**config.mk**
```make
export PLATFORM = sky130hd
export DESIGN_NAME = chained_hash_set_top
export DESIGN_NICKNAME = d
export VERILOG_FILES = /design/src/rtl/core/chs_pkg.sv /design/src/rtl/core/chs_ram.sv /design/src/rtl/core/chs_rem.sv /design/src/rtl/core/chained_hash_set_top.sv
export SDC_FILE = /design/constraint.sdc
export NUM_CORES = 2
export LEC_CHECK = 0
export BUFFER_PORTS_ARGS = -buffer_cell sky130_fd_sc_hd__buf_2
export CAP_MARGIN = 15
export CORE_MARGIN = 5
export CORE_UTILIZATION = 40
export DETAILED_ROUTE_END_ITERATION = 16
export MAX_ROUTING_LAYER = met4
export SKIP_LAST_GASP = 1
export SLEW_MARGIN = 5
export SYNTH_ARGS = -nofsm -noshare
export SYNTH_HDL_FRONTEND = slang
export SYNTH_MEMORY_MAX_BITS = 65536
export SYNTH_SLANG_ARGS = --single-unit
```
**constraint.sdc**
```tcl
create_clock -name clk_i -period 20.2 [get_ports clk_i]
set_input_delay 1.01 -clock clk_i [delete_from_list [all_inputs] [get_ports clk_i]]
set_output_delay 1.01 -clock clk_i [all_outputs]
set_load 0.01 [all_outputs]
```
**src/rtl/core/chs_pkg.sv**
```systemverilog
package chs_pkg;

  localparam int MAX_BUCKETS_DEF = 16;
  localparam int CHAIN_SLOTS_DEF = 8;
  localparam int KEY_BITS_DEF    = 32;

  localparam int KEY_W   = 32;
  localparam int CMD_W   = 2;
  localparam int CFG_W   = 5;
  localparam int TOTAL_W = 8;
  localparam int REM_W   = CFG_W + 1;

  localparam logic [CFG_W-1:0]   BUCKET_COUNT_RST = CFG_W'(16);
  localparam logic [TOTAL_W-1:0] TOTAL_MAX        = '1;

  typedef enum logic [CMD_W-1:0] {
    CMD_FIND   = 2'd0,
    CMD_INSERT = 2'd1,
    CMD_REMOVE = 2'd2,
    CMD_COUNT  = 2'd3
  } cmd_e;

  typedef enum logic [2:0] {
    ST_CLEAR,
    ST_IDLE,
    ST_DIV,
    ST_SCAN,
    ST_DRAIN,
    ST_COMMIT
  } state_e;

  typedef struct packed {
    logic             done;
    logic [REM_W-1:0] rem;
  } rem_sts_t;

endpackage

```
**src/rtl/core/chs_ram.sv**
```systemverilog
module chs_ram #(
  parameter int WIDTH = 33,
  parameter int DEPTH = 128,
  parameter int AW    = (DEPTH > 1) ? $clog2(DEPTH) : 1
) (
  input  logic             clk_i,
  input  logic             we_i,
  input  logic [AW-1:0]    waddr_i,
  input  logic [WIDTH-1:0] wdata_i,
  input  logic [AW-1:0]    raddr_i,
  output logic [WIDTH-1:0] rdata_o
);

  logic [WIDTH-1:0] mem_q [DEPTH];

  always_ff @(posedge clk_i) begin
    if (we_i) begin
      mem_q[waddr_i] <= wdata_i;
    end
    rdata_o <= mem_q[raddr_i];
  end

endmodule

```
**src/rtl/core/chs_rem.sv**
```systemverilog
module chs_rem #(
  parameter int W = 32
) (
  input  logic                      clk_i,
  input  logic                      rst_ni,
  input  logic                      start_i,
  input  logic [W-1:0]              dividend_i,
  input  logic [chs_pkg::CFG_W-1:0] modulus_i,
  output chs_pkg::rem_sts_t         sts_o
);
  import chs_pkg::*;

  localparam int CW = (W > 1) ? $clog2(W) : 1;

  logic             active_q, active_d;
  logic             done_q, done_d;
  logic [CW-1:0]    cnt_q, cnt_d;
  logic [W-1:0]     sh_q, sh_d;
  logic [REM_W-1:0] rem_q, rem_d;
  logic [CFG_W-1:0] mod_q, mod_d;
  logic [REM_W-1:0] trial;

  always_comb begin
    active_d = active_q;
    done_d   = 1'b0;
    cnt_d    = cnt_q;
    sh_d     = sh_q;
    rem_d    = rem_q;
    mod_d    = mod_q;
    trial    = {rem_q[REM_W-2:0], sh_q[W-1]};
    if (start_i) begin
      active_d = 1'b1;
      cnt_d    = '0;
      sh_d     = dividend_i;
      rem_d    = '0;
      mod_d    = modulus_i;
    end else if (active_q) begin
      if (trial >= {1'b0, mod_q}) begin
        rem_d = trial - {1'b0, mod_q};
      end else begin
        rem_d = trial;
      end
      sh_d  = sh_q << 1;
      cnt_d = cnt_q + 1'b1;
      if (cnt_q == CW'(W - 1)) begin
        active_d = 1'b0;
        done_d   = 1'b1;
      end
    end
  end

  always_ff @(posedge clk_i or negedge rst_ni) begin
    if (!rst_ni) begin
      active_q <= 1'b0;
      done_q   <= 1'b0;
    end else begin
      active_q <= active_d;
      done_q   <= done_d;
    end
  end

  always_ff @(posedge clk_i) begin
    cnt_q <= cnt_d;
    sh_q  <= sh_d;
    rem_q <= rem_d;
    mod_q <= mod_d;
  end

  assign sts_o.done = done_q;
  assign sts_o.rem  = rem_q;

endmodule

```
**src/rtl/core/chained_hash_set_top.sv**
```systemverilog
// Hash set of unsigned keys, bucket = key modulo the bucket count register (0 is taken as
// 1 and values above MAX_BUCKETS as MAX_BUCKETS), each bucket a fixed run of CHAIN_SLOTS
// slots in one RAM word per slot ({valid, key}). A command is taken when start_i is high
// and busy_o low; its one result word is shown on the result ports for exactly one cycle
// with valid_o high and cannot be held off. Find, insert and remove first run the key
// through the bit-serial remainder unit (key width KEY_BITS, at most 32), then walk the
// bucket's CHAIN_SLOTS slots through the registered RAM read port, then commit; the count
// command goes straight to commit. After reset the block stays busy while a clearing pass
// writes every slot (MAX_BUCKETS * CHAIN_SLOTS, 128 by default) invalid; bucket count
// writes are taken at any time but should only be made while idle. Keys already stored
// are not rehashed when the bucket count changes.
module chained_hash_set_top #(
  parameter int MAX_BUCKETS = chs_pkg::MAX_BUCKETS_DEF,
  parameter int CHAIN_SLOTS = chs_pkg::CHAIN_SLOTS_DEF,
  parameter int KEY_BITS    = chs_pkg::KEY_BITS_DEF
) (
  input  logic                        clk_i,
  input  logic                        rst_ni,
  input  logic                        cfg_we_i,
  input  logic [chs_pkg::CFG_W-1:0]   cfg_wdata_i,
  input  logic                        start_i,
  input  logic [chs_pkg::CMD_W-1:0]   command_i,
  input  logic [chs_pkg::KEY_W-1:0]   key_i,
  output logic                        busy_o,
  output logic                        valid_o,
  output logic                        present_o,
  output logic [chs_pkg::TOTAL_W-1:0] element_total_o,
  output logic                        overflow_o
);
  import chs_pkg::*;

  localparam int KW    = (KEY_BITS < KEY_W) ? KEY_BITS : KEY_W;
  localparam int DEPTH = MAX_BUCKETS * CHAIN_SLOTS;
  localparam int AW    = (DEPTH > 1) ? $clog2(DEPTH) : 1;
  localparam int SW    = (CHAIN_SLOTS > 1) ? $clog2(CHAIN_SLOTS) : 1;
  localparam int DW    = KW + 1;

  state_e             state_q, state_d;
  cmd_e               cmd_q, cmd_d;
  logic [CFG_W-1:0]   bc_q;
  logic [CFG_W-1:0]   mod_use;
  logic [KW-1:0]      key_q, key_d;
  logic [AW-1:0]      base_q, base_d;
  logic [AW-1:0]      clr_q, clr_d;
  logic [SW-1:0]      slot_q, slot_d;
  logic [SW-1:0]      cmp_slot_q, cmp_slot_d;
  logic               cmp_vld_q, cmp_vld_d;
  logic               hit_q, hit_d;
  logic [SW-1:0]      hit_slot_q, hit_slot_d;
  logic               free_q, free_d;
  logic [SW-1:0]      free_slot_q, free_slot_d;
  logic [TOTAL_W-1:0] total_q, total_d;
  logic               valid_q, valid_d;
  logic               present_q, present_d;
  logic               ovf_q, ovf_d;
  logic               ram_we;
  logic [AW-1:0]      ram_waddr;
  logic [DW-1:0]      ram_wdata;
  logic [AW-1:0]      ram_raddr;
  logic [DW-1:0]      ram_rdata;
  logic               rem_start;
  rem_sts_t           rem_sts;

  always_comb begin
    if (bc_q == '0) begin
      mod_use = CFG_W'(1);
    end else if (int'(bc_q) > MAX_BUCKETS) begin
      mod_use = CFG_W'(MAX_BUCKETS);
    end else begin
      mod_use = bc_q;
    end
  end

  always_ff @(posedge clk_i or negedge rst_ni) begin
    if (!rst_ni) begin
      bc_q <= BUCKET_COUNT_RST;
    end else if (cfg_we_i) begin
      bc_q <= cfg_wdata_i;
    end
  end

  chs_rem #(
    .W(KW)
  ) u_chs_rem (
    .clk_i      (clk_i),
    .rst_ni     (rst_ni),
    .start_i    (rem_start),
    .dividend_i (key_d),
    .modulus_i  (mod_use),
    .sts_o      (rem_sts)
  );

  chs_ram #(
    .WIDTH(DW),
    .DEPTH(DEPTH),
    .AW   (AW)
  ) u_chs_ram (
    .clk_i   (clk_i),
    .we_i    (ram_we),
    .waddr_i (ram_waddr),
    .wdata_i (ram_wdata),
    .raddr_i (ram_raddr),
    .rdata_o (ram_rdata)
  );

  assign ram_raddr = base_q + AW'(slot_q);

  always_comb begin
    state_d     = state_q;
    cmd_d       = cmd_q;
    key_d       = key_q;
    base_d      = base_q;
    clr_d       = clr_q;
    slot_d      = slot_q;
    cmp_slot_d  = cmp_slot_q;
    cmp_vld_d   = 1'b0;
    hit_d       = hit_q;
    hit_slot_d  = hit_slot_q;
    free_d      = free_q;
    free_slot_d = free_slot_q;
    total_d     = total_q;
    valid_d     = 1'b0;
    present_d   = present_q;
    ovf_d       = ovf_q;
    ram_we      = 1'b0;
    ram_waddr   = clr_q;
    ram_wdata   = '0;
    rem_start   = 1'b0;

    if (cmp_vld_q) begin
      if (ram_rdata[DW-1] && (ram_rdata[KW-1:0] == key_q) && !hit_q) begin
        hit_d      = 1'b1;
        hit_slot_d = cmp_slot_q;
      end
      if (!ram_rdata[DW-1] && !free_q) begin
        free_d      = 1'b1;
        free_slot_d = cmp_slot_q;
      end
    end

    case (state_q)
      ST_CLEAR: begin
        ram_we = 1'b1;
        clr_d  = clr_q + 1'b1;
        if (clr_q == AW'(DEPTH - 1)) begin
          state_d = ST_IDLE;
        end
      end
      ST_IDLE: begin
        key_d = key_i[KW-1:0];
        if (start_i) begin
          cmd_d  = cmd_e'(command_i);
          hit_d  = 1'b0;
          free_d = 1'b0;
          slot_d = '0;
          if (cmd_e'(command_i) == CMD_COUNT) begin
            state_d = ST_COMMIT;
          end else begin
            rem_start = 1'b1;
            state_d   = ST_DIV;
          end
        end
      end
      ST_DIV: begin
        if (rem_sts.done) begin
          base_d  = AW'(int'(rem_sts.rem) * CHAIN_SLOTS);
          state_d = ST_SCAN;
        end
      end
      ST_SCAN: begin
        cmp_vld_d  = 1'b1;
        cmp_slot_d = slot_q;
        slot_d     = slot_q + 1'b1;
        if (slot_q == SW'(CHAIN_SLOTS - 1)) begin
          state_d = ST_DRAIN;
        end
      end
      ST_DRAIN: begin
        state_d = ST_COMMIT;
      end
      ST_COMMIT: begin
        present_d = hit_q;
        ovf_d     = 1'b0;
        valid_d   = 1'b1;
        state_d   = ST_IDLE;
        case (cmd_q)
          CMD_INSERT: begin
            if (!hit_q) begin
              if (free_q) begin
                ram_we    = 1'b1;
                ram_waddr = base_q + AW'(free_slot_q);
                ram_wdata = {1'b1, key_q};
                if (total_q != TOTAL_MAX) begin
                  total_d = total_q + 1'b1;
                end
              end else begin
                ovf_d = 1'b1;
              end
            end
          end
          CMD_REMOVE: begin
            if (hit_q) begin
              ram_we    = 1'b1;
              ram_waddr = base_q + AW'(hit_slot_q);
              ram_wdata = {1'b0, key_q};
              if (total_q != '0) begin
                total_d = total_q - 1'b1;
              end
            end
          end
          default: begin
          end
        endcase
      end
      default: begin
        state_d = ST_IDLE;
      end
    endcase
  end

  always_ff @(posedge clk_i or negedge rst_ni) begin
    if (!rst_ni) begin
      state_q   <= ST_CLEAR;
      clr_q     <= '0;
      cmp_vld_q <= 1'b0;
      total_q   <= '0;
      valid_q   <= 1'b0;
    end else begin
      state_q   <= state_d;
      clr_q     <= clr_d;
      cmp_vld_q <= cmp_vld_d;
      total_q   <= total_d;
      valid_q   <= valid_d;
    end
  end

  always_ff @(posedge clk_i) begin
    cmd_q       <= cmd_d;
    key_q       <= key_d;
    base_q      <= base_d;
    slot_q      <= slot_d;
    cmp_slot_q  <= cmp_slot_d;
    hit_q       <= hit_d;
    hit_slot_q  <= hit_slot_d;
    free_q      <= free_d;
    free_slot_q <= free_slot_d;
    present_q   <= present_d;
    ovf_q       <= ovf_d;
  end

  assign busy_o          = (state_q != ST_IDLE);
  assign valid_o         = valid_q;
  assign present_o       = present_q;
  assign element_total_o = total_q;
  assign overflow_o      = ovf_q;

endmodule

```
==> results by group <==
Global routing
  • Total track usage: 21.4%
  • Largest net degree at the start of global routing: about 130
  • Initial antenna violation count: 36
  • Vias in the first global route: between 80000 and 90000
  • Gr ovfl total: 0
  • First-pass GRT wire length: about 650 mm

STA
  • Final Hold Fails: 0
  • Fin crit share: approximately a third
  • Final Setup Violations: 0
  • Final WS setup: around 13 ns
  • Fin. max-slew vios: 0
  • Final Critical Period: approximately 6.8 ns
  • RSZ-0062 raised after global routing: no
  • TNS Setup: 0 ns
  • Max frequency: 0.148 GHz
  • Post-route clock skew: ~0.12 ns
  • Worst-margin pin slew: roughly 1.3 ns
  • Slew headroom: a little under an eighth

Cells and area
  • Layout area overhead: 13.5%
  • Most common cell after layout, fill and taps aside: edfxtp_1
  • Most frequent cells in the layout: edfxtp_1, mux2i_1, mux4_2, clkbuf_16, a22oi_1
  • Share of cells above drive strength 1: 22.0%
  • Nets: ~8500

Synth
  • Syn nets: slightly above 8000
  • Yosys reg bits: 4385
  • Sequential area share after synthesis: 77.8%
  • Primary FF master, synth: edfxtp_1
  • Async S/R FF share, synth: less than 1%
  • Synth Area per Inst: roughly 21 um^2
  • Synth Cell Area: 168000 um^2
  • Number of synthesized flops with an enable pin: 4281
  • YS warnings: 0
  • Synth cell types: between 50 and 60
  • Synth Instances: between 8000 and 9000

Flow run
  • Max_cap viols: 0

Power
  • Overall Power: roughly 22 mW
  • Peak VDD IR: approximately 0.16 mV
  • Lkg Pwr: between 60 and 70 nW
  • Power Density: around 120 nW/um^2

Die
  • Row Count: 238
  • Die extent in x: approximately 660 um
  • Starting Density: 40.1%
  • Die Y: around 660 um
  • Die area: about 430000 um^2
  • Core Region: 419000 um^2
  • Io pins: 55

Worst setup path
  • Critical path data arrival time: roughly 7.7 ns
  • Critical Path End Type: register
  • Kind of critical path: reg -> reg
  • R2R setup slack: around 13 ns
  • Crit start category: register
  • Worst Path Required: between 20 and 25 ns
  • Worst Path Max Fanout: 50

CTS
  • Clk root buf: clkbuf_16
  • CTS clk-pin slew, worst paths: 0.06 ns
  • CTS buffer count: 436
  • Post-CTS setup buffer count: 0
  • Clock Sinks: around 4400
  • CTS H-tree depth: 5
  • Clk buf depth: 4
  • CTS tree: yes
  • Worst skew pair latency: a little over 1 ns
  • Post-CTS sizing: 0
  • Hold-fix buffers at CTS: 0

Detailed routing
  • Vias: 84300
  • Post-route ant nets: 0
  • Wirelength per Cell: between 30 and 40 um
  • Iter 0 DRT Violations: approximately 11000
  • Routed WL: between 400 and 500 mm
  • Drt first pass iters: 7
  • Vias per cell: around 6
  • Drt drc: 0

Placed design
  • Setup WS pre-CTS: 13.14 ns
  • GPL Wtd Cong: between 0.8 and 0.9
  • Port bufs: 54
  • Post-detailed-placement half-perimeter wirelength: ~250 mm

Min path
  • HP Class: in -> async

Status
  • Outcome: complete, no violations
[worst paths after layout]
| check | from | to | cells past startpoint |
|---|---|---|---|
| setup / recovery | slot_q[2] | u_chs_ram.rdata_o[13] | 10 |
| hold / removal | rst_ni | element_total_o[1] | 1 |
| setup reg to reg | slot_q[2] | u_chs_ram.rdata_o[13] | 10 |
| min in group clk_i | cfg_wdata_i[2] | bc_q[2] | 2 |
| hold reg to reg | cmp_slot_q[2] | free_slot_q[2] | 0 |
| max in group asynchronous | rst_ni | cmp_vld_q | 1 |
[flip-flops by register name, indices dropped and copies added (netlist names), 2 cells and up]
name	cells
key_q	32
clr_q	7
u_chs_ram.mem_q	4224
hit_slot_q	3
cmd_q	2
u_chs_ram.rdata_o	33
u_chs_rem.sh_q	32
bc_q	5
free_slot_q	3
base_q	4
u_chs_rem.mod_q	5
cmp_slot_q	3
state_q	3
u_chs_rem.cnt_q	5
element_total_o	8
slot_q	3
u_chs_rem.rem_q	5
[metrics by stage]
stage	std cells	utilization [%]	hold WS, ns	area (um^2)
global placement	13500	42.1	0.426	177000
floorplan	8074	-	0.421	168000
CTS	14300	45.4	0.0369	191000
finish	14300	45.5	0.0829	191000
detailed placement	13500	42.1	0.436	177000
global route	14300	45.5	0.0829	191000
[cell families (layout without fill, tap and decap cells)]
family	Yosys count	after routing	share of synthesized area, %
and+or+nand+nor	753	753	2.26
adders and majority gates	22	22	0.173
DFF	4385	4385	77.8
other	0	54	0
muxes	1596	1596	14.7
xor gates and xnor gates	48	48	0.250
AOI/OAI and AO/OA	787	787	3.52
buffers and inverters	483	1162	1.25
[cell usage after synthesis, drive strengths merged (2+ instances only)]
cell / n / area (um^2)
nand2b: 8 / 50.1
nand3: 148 / 741
o21ai: 15 / 75.1
clkbuf: 263 / 987
xnor2: 15 / 131
o311ai: 2 / 17.5
a222oi: 2 / 20.0
and3: 5 / 31.3
a21o: 3 / 22.5
dfxtp: 77 / 1540
dfrtp: 26 / 651
a31oi: 34 / 213
and3b: 2 / 17.5
o21a: 2 / 15.0
nor2: 163 / 619
inv: 28 / 105
o22ai: 2 / 12.5
buf: 191 / 997
nor4: 9 / 56.3
or4: 2 / 15.0
a22oi: 404 / 3030
mux2: 73 / 822
a211oi: 34 / 255
a21oi: 114 / 571
mux2i: 830 / 8310
and2: 39 / 244
fa: 2 / 40.0
nor3: 5 / 25.0
or2: 4 / 25.0
a211o: 2 / 17.5
or3b: 33 / 289
ha: 20 / 250
nor3b: 5 / 37.5
nand4: 74 / 463
nand3b: 4 / 30.0
nor2b: 75 / 469
and4: 2 / 17.5
a22o: 37 / 324
edfxtp: 4281 / 129000
nand2: 173 / 649
xor2: 33 / 289
mux4: 693 / 15600
a221oi: 132 / 1310
[per-layer routing]
layer | track usage, % | part of all wire [%] | vias to the layer above
li1 | - | - | 34300
met1 | 29.0 | 40 | 45100
met2 | 33.5 | 48 | 4174
met3 | 3.68 | 8.7 | 719
met4 | 6.04 | 3.0 | 0
met5 | - | 0 | -
[layout make-up]
class / count / area (um^2)
Timing Repair Buffer: 330 / 2550
Antenna cell: 54 / 135
Fill cell: 34700 / 229000
Multi-Input combinational cell: 3206 / 36500
Inverter: 29 / 109
Clock inverter: 247 / 2160
Clock buffer: 556 / 11600
Tap cell: 5520 / 6910
Sequential cell: 4385 / 131000
[worst max-delay path, stage by stage, from the launching register on]
cell      delay (ns)
edfxtp_1        0.60
buf_4           0.72
buf_4           0.76
buf_4           0.70
buf_4           0.67
buf_4           0.63
mux4_2          0.41
mux4_2          0.52
nor2b_1         0.21
a221oi_2        0.87
or3b_1          0.41
[where the power goes]
part,leakage (nW),internal [mW],switching [mW]
registers,48.9,10.1,0.170
clock network,6.75,4.45,3.39
logic,13.7,1.57,2.44
No activity file was read; power rests on OpenSTA's default activity.
